$ cat src/rtl/ptss_pkg.sv
`default_nettype none
// ----------------------------------------------------------------------------
// ptss_pkg
// Shared types, constants and helpers of the priority thread slot scheduler.
// ----------------------------------------------------------------------------
package ptss_pkg;

   // Size of the slot table.
   localparam int NUM_SLOTS = 8;
   localparam int SLOT_W    = $clog2(NUM_SLOTS);
   localparam int CNT_W     = $clog2(NUM_SLOTS + 1);
   localparam int NUM_PRIO  = 3;

   // Fixed widths of the words on the channels.
   localparam int REQ_TYPE_W    = 3;
   localparam int PRIO_W        = 2;
   localparam int STATUS_W      = 2;
   localparam int SLOT_FIELD_W  = 3;
   localparam int COUNT_FIELD_W = 4;

   // Widths that hold both the internal value and the channel field.
   localparam int SLOT_EXT_W = (SLOT_W > SLOT_FIELD_W) ? SLOT_W : SLOT_FIELD_W;
   localparam int CNT_EXT_W  = (CNT_W > COUNT_FIELD_W) ? CNT_W : COUNT_FIELD_W;

   typedef logic [SLOT_W-1:0]     slot_idx_type;
   typedef logic [CNT_W-1:0]      count_type;
   typedef logic [SLOT_EXT_W-1:0] slot_ext_type;
   typedef logic [CNT_EXT_W-1:0]  count_ext_type;

   // Request codes.
   typedef enum logic [REQ_TYPE_W-1:0] {
      REQ_CREATE = 3'd0,
      REQ_START  = 3'd1,
      REQ_YIELD  = 3'd2,
      REQ_EXIT   = 3'd3,
      REQ_SET    = 3'd4
   } req_code_type;

   // Result status codes.
   typedef enum logic [STATUS_W-1:0] {
      ST_OK      = 2'd0,
      ST_NO_SLOT = 2'd1,
      ST_REFUSED = 2'd2,
      ST_DONE    = 2'd3
   } rsp_status_type;

   // Priority levels; the unused code is read as low.
   typedef enum logic [PRIO_W-1:0] {
      PRIO_LOW  = 2'd0,
      PRIO_MED  = 2'd1,
      PRIO_HIGH = 2'd2
   } prio_type;

   // Per-slot state.
   typedef enum logic [1:0] {
      SLOT_FREE     = 2'd0,
      SLOT_RUNNABLE = 2'd1,
      SLOT_RUNNING  = 2'd2
   } slot_state_type;

   // Controller states.
   typedef enum logic {
      CTRL_IDLE = 1'b0,
      CTRL_EXEC = 1'b1
   } ctrl_state_type;

   // Commands from the controller to the datapath.
   typedef struct packed {
      logic capture;   // latch the accepted request word
      logic commit;    // update the slot table and load the result word
   } ptss_cmd_type;

   // Result word as held in the output register.
   typedef struct packed {
      logic [STATUS_W-1:0]      status;
      logic [SLOT_FIELD_W-1:0]  slot;
      logic                     slot_valid;
      logic [PRIO_W-1:0]        old_prio;
      logic [PRIO_W-1:0]        current_prio;
      logic [COUNT_FIELD_W-1:0] active_count;
      logic [COUNT_FIELD_W-1:0] class_count;
   } rsp_word_type;

   // Maps the raw priority code onto a level; the fourth code counts as low.
   function automatic prio_type norm_prio(input logic [PRIO_W-1:0] raw);
      prio_type level;
      unique case (raw)
         PRIO_MED:  level = PRIO_MED;
         PRIO_HIGH: level = PRIO_HIGH;
         default:   level = PRIO_LOW;
      endcase
      return level;
   endfunction

endpackage
`default_nettype wire

$ cat src/rtl/ptss_req_if.sv
`default_nettype none
// ----------------------------------------------------------------------------
// ptss_req_if
// Request channel of the scheduler: valid/ready and the request word.
// ----------------------------------------------------------------------------
interface ptss_req_if;
   logic                            valid;
   logic                            ready;
   logic [ptss_pkg::REQ_TYPE_W-1:0] req_type;
   logic [ptss_pkg::PRIO_W-1:0]     prio;

   modport source (output valid, output req_type, output prio, input ready);
   modport sink   (input valid, input req_type, input prio, output ready);
endinterface
`default_nettype wire

$ cat src/rtl/ptss_rsp_if.sv
`default_nettype none
// ----------------------------------------------------------------------------
// ptss_rsp_if
// Result channel of the scheduler: valid/ready and the result word.
// ----------------------------------------------------------------------------
interface ptss_rsp_if;
   logic                               valid;
   logic                               ready;
   logic [ptss_pkg::STATUS_W-1:0]      status;
   logic [ptss_pkg::SLOT_FIELD_W-1:0]  slot;
   logic                               slot_valid;
   logic [ptss_pkg::PRIO_W-1:0]        old_prio;
   logic [ptss_pkg::PRIO_W-1:0]        current_prio;
   logic [ptss_pkg::COUNT_FIELD_W-1:0] active_count;
   logic [ptss_pkg::COUNT_FIELD_W-1:0] class_count;

   modport source (
      output valid, output status, output slot, output slot_valid,
      output old_prio, output current_prio, output active_count,
      output class_count, input ready
   );
   modport sink (
      input valid, input status, input slot, input slot_valid,
      input old_prio, input current_prio, input active_count,
      input class_count, output ready
   );
endinterface
`default_nettype wire

$ cat src/rtl/ptss_ctrl.sv
`default_nettype none
// ----------------------------------------------------------------------------
// ptss_ctrl
// Controller: takes one request word, holds it in the execute state until the
// output register is free and then hands the result word to it.
// ----------------------------------------------------------------------------
module ptss_ctrl (
   input  logic                   clock,
   input  logic                   reset,
   input  logic                   req_valid,
   output logic                   req_ready,
   input  logic                   rsp_ready,
   output logic                   rsp_valid,
   output ptss_pkg::ptss_cmd_type cmd
);

   ptss_pkg::ctrl_state_type state_ff;
   ptss_pkg::ctrl_state_type state_in;
   logic                     rsp_valid_ff;
   logic                     rsp_valid_in;
   logic                     out_free;

   // The output register can take a word when empty or emptied this cycle.
   assign out_free = !rsp_valid_ff || rsp_ready;

   // Next state.
   always_comb begin
      state_in = state_ff;
      unique case (state_ff)
         ptss_pkg::CTRL_IDLE: begin
            if (req_valid) begin
               state_in = ptss_pkg::CTRL_EXEC;
            end
         end
         ptss_pkg::CTRL_EXEC: begin
            if (out_free) begin
               state_in = ptss_pkg::CTRL_IDLE;
            end
         end
         default: state_in = ptss_pkg::CTRL_IDLE;
      endcase
   end

   // Outputs to the channels and commands to the datapath.
   always_comb begin
      req_ready   = 1'b0;
      cmd.capture = 1'b0;
      cmd.commit  = 1'b0;
      unique case (state_ff)
         ptss_pkg::CTRL_IDLE: begin
            req_ready   = 1'b1;
            cmd.capture = req_valid;
         end
         ptss_pkg::CTRL_EXEC: begin
            cmd.commit = out_free;
         end
         default: begin
            req_ready = 1'b0;
         end
      endcase
   end

   // Result word valid flag.
   always_comb begin
      rsp_valid_in = rsp_valid_ff && !rsp_ready;
      if (cmd.commit) begin
         rsp_valid_in = 1'b1;
      end
   end

   assign rsp_valid = rsp_valid_ff;

   always_ff @(posedge clock) begin
      if (reset) begin
         state_ff     <= ptss_pkg::CTRL_IDLE;
         rsp_valid_ff <= 1'b0;
      end else begin
         state_ff     <= state_in;
         rsp_valid_ff <= rsp_valid_in;
      end
   end

endmodule
`default_nettype wire

$ cat src/rtl/ptss_dpath.sv
`default_nettype none
// ----------------------------------------------------------------------------
// ptss_dpath
// Datapath: slot table, running thread, counters, the slot selectors and
// the result register.
// ----------------------------------------------------------------------------
module ptss_dpath (
   input  logic                            clock,
   input  logic                            reset,
   input  ptss_pkg::ptss_cmd_type          cmd,
   input  logic [ptss_pkg::REQ_TYPE_W-1:0] req_type,
   input  logic [ptss_pkg::PRIO_W-1:0]     req_prio,
   output ptss_pkg::rsp_word_type          rsp_word
);

   // Latched request word.
   logic [ptss_pkg::REQ_TYPE_W-1:0] req_type_ff;
   ptss_pkg::prio_type              req_prio_ff;

   // Scheduler state.
   ptss_pkg::slot_state_type slot_state_ff [ptss_pkg::NUM_SLOTS];
   ptss_pkg::slot_state_type slot_state_in [ptss_pkg::NUM_SLOTS];
   ptss_pkg::prio_type       slot_prio_ff  [ptss_pkg::NUM_SLOTS];
   ptss_pkg::prio_type       slot_prio_in  [ptss_pkg::NUM_SLOTS];
   ptss_pkg::slot_idx_type   run_slot_ff;
   ptss_pkg::slot_idx_type   run_slot_in;
   logic                     run_valid_ff;
   logic                     run_valid_in;
   logic                     started_ff;
   logic                     started_in;
   ptss_pkg::count_type      active_ff;
   ptss_pkg::count_type      active_in;
   ptss_pkg::count_type      class_cnt_ff [ptss_pkg::NUM_PRIO];
   ptss_pkg::count_type      class_cnt_in [ptss_pkg::NUM_PRIO];

   ptss_pkg::rsp_word_type   rsp_word_ff;
   ptss_pkg::rsp_word_type   rsp_word_in;

   // Selector results.
   logic                          free_found;
   ptss_pkg::slot_idx_type        free_idx;
   logic [ptss_pkg::NUM_SLOTS-1:0] ready_mask [ptss_pkg::NUM_PRIO];
   logic [ptss_pkg::NUM_SLOTS-1:0] pick_mask;
   logic                          pick_found;
   ptss_pkg::prio_type            pick_lvl;
   ptss_pkg::slot_idx_type        pick_idx;
   ptss_pkg::prio_type            cur_prio;

   // Step results before packing.
   ptss_pkg::rsp_status_type status_v;
   ptss_pkg::slot_idx_type   slot_v;
   logic                     slot_ok;
   ptss_pkg::prio_type       old_v;
   ptss_pkg::prio_type       new_prio_v;
   ptss_pkg::slot_ext_type   slot_ext;
   ptss_pkg::count_ext_type  active_ext;
   ptss_pkg::count_ext_type  class_ext;

   // Lowest free slot.
   always_comb begin
      free_found = 1'b0;
      free_idx   = '0;
      for (int i = ptss_pkg::NUM_SLOTS - 1; i >= 0; i--) begin
         if (slot_state_ff[i] == ptss_pkg::SLOT_FREE) begin
            free_found = 1'b1;
            free_idx   = ptss_pkg::slot_idx_type'(i);
         end
      end
   end

   // Runnable slots sorted into one mask per priority level.
   always_comb begin
      for (int l = 0; l < ptss_pkg::NUM_PRIO; l++) begin
         for (int i = 0; i < ptss_pkg::NUM_SLOTS; i++) begin
            ready_mask[l][i] = (slot_state_ff[i] == ptss_pkg::SLOT_RUNNABLE) &&
                               (slot_prio_ff[i] == ptss_pkg::prio_type'(l));
         end
      end
   end

   // Highest level that has a runnable slot, then its lowest index.
   always_comb begin
      pick_found = 1'b1;
      priority if (ready_mask[ptss_pkg::PRIO_HIGH] != '0) begin
         pick_lvl  = ptss_pkg::PRIO_HIGH;
         pick_mask = ready_mask[ptss_pkg::PRIO_HIGH];
      end else if (ready_mask[ptss_pkg::PRIO_MED] != '0) begin
         pick_lvl  = ptss_pkg::PRIO_MED;
         pick_mask = ready_mask[ptss_pkg::PRIO_MED];
      end else begin
         pick_lvl   = ptss_pkg::PRIO_LOW;
         pick_mask  = ready_mask[ptss_pkg::PRIO_LOW];
         pick_found = (ready_mask[ptss_pkg::PRIO_LOW] != '0);
      end
   end

   always_comb begin
      pick_idx = '0;
      for (int i = ptss_pkg::NUM_SLOTS - 1; i >= 0; i--) begin
         if (pick_mask[i]) begin
            pick_idx = ptss_pkg::slot_idx_type'(i);
         end
      end
   end

   assign cur_prio = slot_prio_ff[run_slot_ff];

   // Request execution: next state of the table and the result fields.
   always_comb begin
      slot_state_in = slot_state_ff;
      slot_prio_in  = slot_prio_ff;
      run_slot_in   = run_slot_ff;
      run_valid_in  = run_valid_ff;
      started_in    = started_ff;
      active_in     = active_ff;
      class_cnt_in  = class_cnt_ff;
      status_v      = ptss_pkg::ST_REFUSED;
      slot_v        = '0;
      slot_ok       = 1'b0;
      old_v         = ptss_pkg::PRIO_LOW;
      new_prio_v    = cur_prio;

      unique case (req_type_ff)
         ptss_pkg::REQ_CREATE: begin
            if (free_found) begin
               slot_state_in[free_idx]   = ptss_pkg::SLOT_RUNNABLE;
               slot_prio_in[free_idx]    = req_prio_ff;
               active_in                 = active_ff + 1'b1;
               class_cnt_in[req_prio_ff] = class_cnt_ff[req_prio_ff] + 1'b1;
               status_v                  = ptss_pkg::ST_OK;
               slot_v                    = free_idx;
               slot_ok                   = 1'b1;
            end else begin
               status_v = ptss_pkg::ST_NO_SLOT;
            end
         end
         ptss_pkg::REQ_START: begin
            if (!started_ff && active_ff != '0) begin
               started_in = 1'b1;
               status_v   = ptss_pkg::ST_OK;
               if (pick_found) begin
                  if (run_valid_ff) begin
                     slot_state_in[run_slot_ff] = ptss_pkg::SLOT_RUNNABLE;
                  end
                  slot_state_in[pick_idx] = ptss_pkg::SLOT_RUNNING;
                  run_slot_in             = pick_idx;
                  run_valid_in            = 1'b1;
                  new_prio_v              = pick_lvl;
               end
            end
         end
         ptss_pkg::REQ_YIELD: begin
            if (run_valid_ff && pick_found) begin
               slot_state_in[run_slot_ff] = ptss_pkg::SLOT_RUNNABLE;
               slot_state_in[pick_idx]    = ptss_pkg::SLOT_RUNNING;
               run_slot_in                = pick_idx;
               new_prio_v                 = pick_lvl;
               status_v                   = ptss_pkg::ST_OK;
            end
         end
         ptss_pkg::REQ_EXIT: begin
            if (run_valid_ff) begin
               slot_state_in[run_slot_ff] = ptss_pkg::SLOT_FREE;
               run_valid_in               = 1'b0;
               run_slot_in                = '0;
               active_in                  = active_ff - 1'b1;
               class_cnt_in[cur_prio]     = class_cnt_ff[cur_prio] - 1'b1;
               // The running slot is not runnable, so the pick still holds.
               if (active_in == '0) begin
                  status_v = ptss_pkg::ST_DONE;
               end else if (pick_found) begin
                  slot_state_in[pick_idx] = ptss_pkg::SLOT_RUNNING;
                  run_slot_in             = pick_idx;
                  run_valid_in            = 1'b1;
                  new_prio_v              = pick_lvl;
                  status_v                = ptss_pkg::ST_OK;
               end
            end
         end
         ptss_pkg::REQ_SET: begin
            if (run_valid_ff) begin
               old_v                     = cur_prio;
               slot_prio_in[run_slot_ff] = req_prio_ff;
               class_cnt_in[cur_prio]    = class_cnt_ff[cur_prio] - 1'b1;
               class_cnt_in[req_prio_ff] = class_cnt_in[req_prio_ff] + 1'b1;
               new_prio_v                = req_prio_ff;
               status_v                  = ptss_pkg::ST_OK;
            end
         end
         default: begin
            status_v = ptss_pkg::ST_REFUSED;
         end
      endcase

      // Every request but create reports the thread running afterwards.
      if (req_type_ff != ptss_pkg::REQ_CREATE && run_valid_in) begin
         slot_v  = run_slot_in;
         slot_ok = 1'b1;
      end
   end

   // Pack the result word, fitting slot and counts to the field widths.
   always_comb begin
      slot_ext   = ptss_pkg::slot_ext_type'(slot_v);
      active_ext = ptss_pkg::count_ext_type'(active_in);
      class_ext  = ptss_pkg::count_ext_type'(class_cnt_in[req_prio_ff]);

      rsp_word_in.status       = status_v;
      rsp_word_in.slot         = slot_ext[ptss_pkg::SLOT_FIELD_W-1:0];
      rsp_word_in.slot_valid   = slot_ok;
      rsp_word_in.old_prio     = old_v;
      rsp_word_in.current_prio = run_valid_in ? new_prio_v : ptss_pkg::PRIO_LOW;
      rsp_word_in.active_count = active_ext[ptss_pkg::COUNT_FIELD_W-1:0];
      rsp_word_in.class_count  = class_ext[ptss_pkg::COUNT_FIELD_W-1:0];
   end

   // Request word and result register.
   always_ff @(posedge clock) begin
      if (cmd.capture) begin
         req_type_ff <= req_type;
         req_prio_ff <= ptss_pkg::norm_prio(req_prio);
      end
      if (cmd.commit) begin
         rsp_word_ff <= rsp_word_in;
      end
   end

   // Scheduler state, updated once per request.
   always_ff @(posedge clock) begin
      if (reset) begin
         for (int i = 0; i < ptss_pkg::NUM_SLOTS; i++) begin
            slot_state_ff[i] <= ptss_pkg::SLOT_FREE;
            slot_prio_ff[i]  <= ptss_pkg::PRIO_LOW;
         end
         for (int l = 0; l < ptss_pkg::NUM_PRIO; l++) begin
            class_cnt_ff[l] <= '0;
         end
         run_slot_ff  <= '0;
         run_valid_ff <= 1'b0;
         started_ff   <= 1'b0;
         active_ff    <= '0;
      end else if (cmd.commit) begin
         slot_state_ff <= slot_state_in;
         slot_prio_ff  <= slot_prio_in;
         class_cnt_ff  <= class_cnt_in;
         run_slot_ff   <= run_slot_in;
         run_valid_ff  <= run_valid_in;
         started_ff    <= started_in;
         active_ff     <= active_in;
      end
   end

   assign rsp_word = rsp_word_ff;

endmodule
`default_nettype wire

$ cat src/rtl/priority_thread_slot_scheduler_top.sv
`default_nettype none
// ----------------------------------------------------------------------------
// priority_thread_slot_scheduler_top
// Fixed-priority scheduler over a table of thread slots.
// ----------------------------------------------------------------------------
// Usage:
// - req_chan carries one request word (req_type, prio); it is taken when
//   valid and ready are both high at a rising clock edge.
// - rsp_chan returns exactly one result word per request, in order, through
//   an output register held until the receiver takes it.
// - A request is executed in the execute state after it is taken; its
//   result word is loaded once the output register is free.
// - One request is in work at a time: a new one is taken only once the
//   single execute step that reads and rewrites the slot table is done.
// - While the receiver stalls, one more request is taken and waits in the
//   execute step until the output register is freed.
// - Synchronous reset frees every slot, clears the counters, the running
//   thread and the start flag, and empties the output register. No clearing
//   pass is needed; requests are taken in the first cycle after reset.
// ----------------------------------------------------------------------------
module priority_thread_slot_scheduler_top (
   input  logic        clock,
   input  logic        reset,
   ptss_req_if.sink    req_chan,
   ptss_rsp_if.source  rsp_chan
);

   ptss_pkg::ptss_cmd_type cmd;
   ptss_pkg::rsp_word_type rsp_word;

   // Sequencing of request, execute and result.
   ptss_ctrl u_ctrl (
      .clock     (clock),
      .reset     (reset),
      .req_valid (req_chan.valid),
      .req_ready (req_chan.ready),
      .rsp_ready (rsp_chan.ready),
      .rsp_valid (rsp_chan.valid),
      .cmd       (cmd)
   );

   // Slot table and selection logic.
   ptss_dpath u_dpath (
      .clock    (clock),
      .reset    (reset),
      .cmd      (cmd),
      .req_type (req_chan.req_type),
      .req_prio (req_chan.prio),
      .rsp_word (rsp_word)
   );

   // Result word onto the channel.
   assign rsp_chan.status       = rsp_word.status;
   assign rsp_chan.slot         = rsp_word.slot;
   assign rsp_chan.slot_valid   = rsp_word.slot_valid;
   assign rsp_chan.old_prio     = rsp_word.old_prio;
   assign rsp_chan.current_prio = rsp_word.current_prio;
   assign rsp_chan.active_count = rsp_word.active_count;
   assign rsp_chan.class_count  = rsp_word.class_count;

endmodule
`default_nettype wire

$ cat src/flat_wrapper.sv
// flat-port wrapper written by rule: the top's interface ports become plain ports
module priority_thread_slot_scheduler_top_flat 
  (clock, reset, req_chan_valid, req_chan_req_type, req_chan_prio, req_chan_ready, rsp_chan_valid, rsp_chan_status, rsp_chan_slot, rsp_chan_slot_valid, rsp_chan_old_prio, rsp_chan_current_prio, rsp_chan_active_count, rsp_chan_class_count, rsp_chan_ready);
  ptss_req_if req_chan_i ();
  ptss_rsp_if rsp_chan_i ();
  input  logic clock;
  input  logic reset;
  input wire logic [$bits(req_chan_i.valid)-1:0] req_chan_valid;
  input wire logic [$bits(req_chan_i.req_type)-1:0] req_chan_req_type;
  input wire logic [$bits(req_chan_i.prio)-1:0] req_chan_prio;
  output wire logic [$bits(req_chan_i.ready)-1:0] req_chan_ready;
  output wire logic [$bits(rsp_chan_i.valid)-1:0] rsp_chan_valid;
  output wire logic [$bits(rsp_chan_i.status)-1:0] rsp_chan_status;
  output wire logic [$bits(rsp_chan_i.slot)-1:0] rsp_chan_slot;
  output wire logic [$bits(rsp_chan_i.slot_valid)-1:0] rsp_chan_slot_valid;
  output wire logic [$bits(rsp_chan_i.old_prio)-1:0] rsp_chan_old_prio;
  output wire logic [$bits(rsp_chan_i.current_prio)-1:0] rsp_chan_current_prio;
  output wire logic [$bits(rsp_chan_i.active_count)-1:0] rsp_chan_active_count;
  output wire logic [$bits(rsp_chan_i.class_count)-1:0] rsp_chan_class_count;
  input wire logic [$bits(rsp_chan_i.ready)-1:0] rsp_chan_ready;
  assign req_chan_i.valid = req_chan_valid;
  assign req_chan_i.req_type = req_chan_req_type;
  assign req_chan_i.prio = req_chan_prio;
  assign req_chan_ready = req_chan_i.ready;
  assign rsp_chan_valid = rsp_chan_i.valid;
  assign rsp_chan_status = rsp_chan_i.status;
  assign rsp_chan_slot = rsp_chan_i.slot;
  assign rsp_chan_slot_valid = rsp_chan_i.slot_valid;
  assign rsp_chan_old_prio = rsp_chan_i.old_prio;
  assign rsp_chan_current_prio = rsp_chan_i.current_prio;
  assign rsp_chan_active_count = rsp_chan_i.active_count;
  assign rsp_chan_class_count = rsp_chan_i.class_count;
  assign rsp_chan_i.ready = rsp_chan_ready;
  priority_thread_slot_scheduler_top u_core (.clock(clock), .reset(reset), .req_chan(req_chan_i), .rsp_chan(rsp_chan_i));
endmodule
$ cat config.mk
export PLATFORM = sky130hd
export DESIGN_NAME = priority_thread_slot_scheduler_top_flat
export DESIGN_NICKNAME = d
export VERILOG_FILES = /design/src/rtl/ptss_pkg.sv /design/src/rtl/ptss_req_if.sv /design/src/rtl/ptss_rsp_if.sv /design/src/rtl/ptss_ctrl.sv /design/src/rtl/ptss_dpath.sv /design/src/rtl/priority_thread_slot_scheduler_top.sv /design/src/flat_wrapper.sv
export SDC_FILE = /design/constraint.sdc
export NUM_CORES = 1
export LEC_CHECK = 0
export ABC_AREA = 1
export BUFFER_PORTS_ARGS = -buffer_cell sky130_fd_sc_hd__buf_2
export CORE_UTILIZATION = 40
export CTS_BUF_LIST = sky130_fd_sc_hd__clkbuf_4 sky130_fd_sc_hd__clkbuf_8
export CTS_CLUSTER_SIZE = 16
export DETAILED_ROUTE_END_ITERATION = 8
export SYNTH_ARGS = -nofsm -noshare
export SYNTH_HDL_FRONTEND = slang
export SYNTH_SLANG_ARGS = --single-unit
$ cat constraint.sdc
create_clock -name clock -period 3.6 [get_ports clock]
set_input_delay 0.18 -clock clock [delete_from_list [all_inputs] [get_ports clock]]
set_output_delay 0.18 -clock clock [all_outputs]
set_load 0.01 [all_outputs]
* Yosys cells after proc, flatten, opt, wreduce, memory -nomap -nowiden *
Index checks and enable logic that the tools add are counted.

storage, ports and cells
  flip-flop bits (word level) = 78
  input port bits = 9
  output and inout port bits = 20
  word-level logic and storage cells = 295

operators by class
  add/sub/neg operators = 5
  $lt $le $gt $ge = 10
  equal/unequal tests = 36
  multiplexer cells = 123
  bitwise operators = 21
  reduce and logical (&&, ||, !) cells = 66

operators by type and width
  kind                  count
  $mux W16              13
  $mux W3               25
  $pmux W16 S4          1
  $mux W4               12
  $and A8 B8 Y8         5
  $or A8 B8 Y8          5
  $bwmux W12            3
  $mux W12              3
  $mux W2               18
  $pmux W12 S3          1
  $eq A2 B1 Y1 const B  17
  $logic_and A1 B1 Y1   33
  $bmux W4 S2           4
  $bwmux W16            2
  $logic_not A2 Y1      16
  $pmux W16 S2          1
  $mux W1               25
  $not A8 Y8            3
  $reduce_bool A8 Y1    3
  $demux W2 S3          3
  $eq A2 B2 Y1 const B  9
  $and A16 B16 Y16      1
  $demux W4 S2          2
  $mux W8               2
  other kinds (32)      54

* Logic depth before layout (Yosys ltp) *
  depth in word-level cells = 24
  mapped depth = 25
  gate-level depth less buffers = 24

* Cells and area by module *
Synthesis repeated with hierarchy kept, for this count alone.

unflattened totals
  cells, all modules = 1091
  area, all modules = 6673.9 um2

modules (own cells, without submodules)
  module      instances  cells each  area an instance (um2)  seq. area each (um2)
  ptss_dpath  1          1080        6590.1                  1751.7
  ptss_ctrl   1          11          83.8                    40.0

* Least setup slack after synthesis *
No wires, ideal clock.

  path type = reg-to-reg
  from = register u_core.u_dpath.run_slot_ff[0]
  to = register u_core.u_dpath.rsp_word_ff, in the netlist u_core.u_dpath.rsp_word[1], data pin
  library setup time = 0.272 ns
  arrival time = 2.443 ns
  required time = 3.328 ns
  slack = 0.884 ns
  cell stages (with the launch flop) = 22
  path buffers = 1
  clock period less this slack = 2.716 ns
  path through = dfxtp_1 > buf_6 > nand2_1 > nand3_2 > nand2_4 > nor2_8 > inv_4 > nand3_1 > nand2_1 > nand2_1 > nand3_1 > nand3_1 > nand3_1 > ha_1 > nand2_1 > nand3_1 > nand2_1 > nand2_1 > o21ai_0 > nand2_1 > o21ai_0 > o221ai_1

between the ends
  word-level cells in the longest chain between the ends = 20
  elaborated cells on any way between the ends = 26
  classes of those cells = add/sub: 2; order compare: 2; mux: 19; bitwise: 2; reduce/logical: 1

ends and longest elaborated chain
  element                                                               RTL line                              text
  start: declaration                                                    ptss_dpath.sv:25                      ptss_pkg::slot_idx_type run_slot_ff;
  start signal: assignment                                              ptss_dpath.sv:246                     run_slot_ff <= run_slot_in;
  $not A3 Y4 (implied by the code) (*)                                  ptss_dpath.sv:106                     assign cur_prio = slot_prio_ff[run_slot_ff];
  $bmux W2 S3 (*)                                                       ptss_dpath.sv:106
  $mux W2 (implied by the code) (*) (2 in series)                       ptss_dpath.sv:106
  $not A2 Y3 (implied by the code) (*)                                  ptss_dpath.sv:167, ptss_dpath.sv:184
  $bmux W4 S2, or another cell as far along                             ptss_dpath.sv:167, ptss_dpath.sv:184
  $mux W4 (implied by the code) or $logic_and A1 B1 Y1 (tied branches)  ptss_dpath.sv:167, ptss_dpath.sv:184
  $mux W4 (implied by the code)                                         ptss_dpath.sv:167, ptss_dpath.sv:184
  $sub A4 B1 Y4 or $demux W4 S2 (tied branches)                         ptss_dpath.sv:167, ptss_dpath.sv:184
  [... 2 more ...]                                                      --
  $mux W4 (implied by the code) (2 in series)                           ptss_dpath.sv:185                     class_cnt_in[req_prio_ff] = class_cnt_in[req_prio_ff] + 1'b1;
  $add A4 B1 Y4                                                         ptss_dpath.sv:185
  $bwmux W12                                                            ptss_dpath.sv:185
  $mux W12                                                              ptss_dpath.sv:181                     if (run_valid_ff) begin
  $pmux W12 S3 (*)                                                      ptss_dpath.sv:123                     unique case (req_type_ff)
  $bmux W4 S2 (*)                                                       ptss_dpath.sv:206                     class_ext = ptss_pkg::count_ext_type'(class_cnt_in[req_prio_ff]);
  $mux W4 (implied by the code) (*) (2 in series)                       ptss_dpath.sv:206
  via u_core.u_dpath.class_ext[1]                                       ptss_dpath.sv:57                      ptss_pkg::count_ext_type class_ext;
  end signal: assignment                                                ptss_dpath.sv:224                     rsp_word_ff <= rsp_word_in;
  end: declaration                                                      ptss_dpath.sv:36                      ptss_pkg::rsp_word_type rsp_word_ff;

The timed path passes the listed nets; every way through them passes the cells marked *. The select of a mux whose other input is x is not followed.
A chain may end at the register's enable or synchronous reset.

* Worst setup path after layout *
Same ends and word-level chain as after synthesis.

==> out/metrics.yaml <==
ff2ff_path_depth: 21
hold_viol: 0
viasPerCell: 5.64
worst_slew_pin_slew_ns: 0.834
multi_input_area_um2: 3980
yosysTopAreaCell: "dfxtp_1"
synth-edff-count: 23
outcome: "complete, no violations"
antenna_left: 0
tritoncts: "yes"
p_leak_nw: 3.27
rows: 46
drive_gt1_share_pct: 10.9
diodes: 0
synth_cells: 1085
grt_pass1_wl_um: 36600
clkTransAtPathRegs_ns: 0.11
seq_area_um2: 1800
yosysTopAreaCellShare_pct: 16.9
holdPathEnd: "u_core.u_ctrl.state_ff"
rsz0062_at_grt: "false"
clk_latency_ns: 0.40
postSynth.asyncResetShare_pct: 0
regToRegSetupSlack_ns: 0.30
num-fill-cells: 1721
peakVddDrop_mv: 0.157
clock-root-buffer: "clkbuf_8"
critPathKind: "flop to flop"
final_max_slew_viol_count: 0
seq_area_frac_synth_pct: 27.5
crit_fanout: 15
arrival_ns: 3.42
core-area_um2: 15900
crit_path_max_incr_delay_ns: 0.41
tns_ns: 0
maxCapViolCount: 0
vias: 7621
grt.total_usage_pct: 28.9
fin_crit_sh_pct: 91.6
drc: 0
hpwlAfterDp_um: 18000
synthFlopType: "dfxtp_1"
critPathTopFamily: "simple AND/OR/NAND/NOR gates"
finalWirelength_um: 23900
clkSinkCount: 78
ys_top_cells_by_count: "290 x nand2_1, 151 x inv_1, 106 x nor2_1"
die_h_um: 130
globalplace.congestion: 0.975
yosysUniqueCellTypes: 49
grt-ovfl-total: 0
start_kind: "flop"
h-tree-depth: 3
cts_setup_buffers: 0
crit_required_ns: 3.72
start_util_pct: 41.1
grt_max_degree: 24
numPortBuffers: 28
power_density_nw_per_um2: 317
crit_chain: "inv_2 -> nand2_1 -> nand3_1 -> nand2_1 -> nor2_4 -> nand2_1 -> nand2_2 -> nand3_2 -> nand2_4 -> nand3_1 -> nand3_1 -> nand3_1 -> ha_1 -> nand2_1 -> nand3_1 -> nand2_1 -> nand2_1 -> o21ai_0 -> nand2_1 -> o21ai_0 -> o221ai_1"
yosysMostFrequentCell: "nand2_1"
ys_ff_latch: 78
drtIter0Drc: 946
period_minus_slack_ns: 3.30
syn-cell-area_um2: 6530
relSlewSlack_pct: 43.0
cts_buffers: 9
ys_top_cells_by_area: "dfxtp_1 17%, nand2_1 17%, edfxtp_1 11%"
antenna_found_initial: 0
dr.pass1.iters: 6
postSynthAreaPerCell_um2: 6.01
skew_ns: 0.0231
hold_path_class: "input pin to flop"
end_kind: "flop"
worstHoldPathCells: 3
crit_top_cell: "nand2_1"
crit_slowest_cell: "dfxtp_4"
die_w_um: 130
syn_to_final_growth_pct: 11.6
die_area_um2: 16800
reg2reg_from: "u_core.u_dpath.run_slot_ff[0]"
critPathBufInv: 1
ios: 29
ys_warn_count: 0
min-delay-start: "req_chan_valid"
rr_endpoint: "u_core.u_dpath.rsp_word[1]"
wl_per_cell_um: 17.7
clock.fmax_mhz: 303
finalSetupViolCount: 0
finalPower_mw: 2.31
final_net_count: 1146
cts.path.max_buffers: 2
syn-num-nets: 1101
grt_pass1_vias: 6559
==> routing by layer <==
metal  wire (um)  global-route usage (%)  up-vias
li1            -                       -     3701
met1       11300                    42.6     3496
met2        9710                    41.2      393
met3        2380                    6.64       31
met4         466                    9.03        0
met5           0                       0        -
==> layout make-up <==
cell class	count	area share (%)
clock buffer	10	1.80
clock inverter	6	0.859
inverter	162	8.38
multi-input combinational	813	54.6
sequential	78	24.7
tap	216	3.71
timing repair buffer	66	5.95
==> logic make-up after synthesis <==
family | share of synthesized area [%]
adder cells (fa/ha/maj) | 1.34
AO/OA/AOI/OAI | 20.9
buffers and inverters | 11.7
XOR/XNOR | 0.671
AND/OR/NAND/NOR | 37.9
flip-flops | 27.5
==> per-stage QoR <==
stage	hold slack, ns	util [%]	cells	setup slack, ns	area (um^2)
5_1_grt	0.0715	45.8	1351	0.0779	7280
3_5_place_dp	0.364	44.4	1332	0.0684	7050
3_3_place_gp	0.359	44.4	1332	0.0605	7050
6_report	0.0244	45.8	1351	0.302	7280
2_1_floorplan	0.279	-	1085	0.884	6530
4_1_cts	0.0242	45.8	1351	0.0559	7270
==> registers in the layout (all words and copies together) (netlist names) <==
name	count
u_core.u_ctrl.rsp_valid	1
u_core.u_ctrl.state_ff	1
u_core.u_dpath.active_ff	4
u_core.u_dpath.class_cnt_ff	12
u_core.u_dpath.req_prio_ff	2
u_core.u_dpath.req_type_ff	3
u_core.u_dpath.rsp_word	18
u_core.u_dpath.run_slot_ff	3
u_core.u_dpath.run_valid_ff	1
u_core.u_dpath.slot_prio_ff	16
u_core.u_dpath.slot_state_ff	16
u_core.u_dpath.started_ff	1
==> tightest hold or removal path, cell delays in order <==
cell and delay, ns:
buf_2 0.09, inv_1 0.06, a21oi_1 0.06
==> placed cells by master, fill, tap and decap left out, types with 4 or more instances in the layout <==
cell	instances
o21ai_0	88
nand2_2	11
inv_1	151
buf_2	28
edfxtp_1	23
clkbuf_8	9
o211ai_1	12
a31oi_1	5
o21ai_1	7
nor2_1	105
inv_2	7
nand4_1	24
nand3_1	97
o2111ai_1	5
ha_1	7
nand3_2	10
nor2_2	5
a22oi_1	4
dfxtp_1	54
a21oi_1	72
a211oi_1	4
o221ai_1	6
o22ai_1	21
buf_4	35
nand2_1	290
nor3_1	7
==> worst max path at each step <==
stage | from | cells past startpoint | end | slack (ns)
floorplan | u_core.u_dpath.run_slot_ff[0] | 21 | u_core.u_dpath.rsp_word[1] | 0.88
global placement | u_core.u_dpath.run_slot_ff[0] | 22 | u_core.u_dpath.rsp_word[1] | 0.06
detailed placement | u_core.u_dpath.run_slot_ff[0] | 22 | u_core.u_dpath.rsp_word[1] | 0.07
CTS | u_core.u_dpath.run_slot_ff[0] | 22 | u_core.u_dpath.rsp_word[1] | 0.06
global route | u_core.u_dpath.run_slot_ff[0] | 22 | u_core.u_dpath.rsp_word[1] | 0.08
finish | u_core.u_dpath.run_slot_ff[0] | 21 | u_core.u_dpath.rsp_word[1] | 0.30
==> report_power, final <==
part	internal, mW	switching, mW
clock network	0.326	0.382
registers	0.938	0.0327
logic	0.189	0.443
total	1.45	0.858
==> what timing repair did <==
item	in CTS	in global routing
hold buffers	3	0
setup endpoints to repair	0	5
endpoints found under the hold margin	3	0
gates resized for setup	0	4
Note: power is estimated with default switching activity, not from simulation.
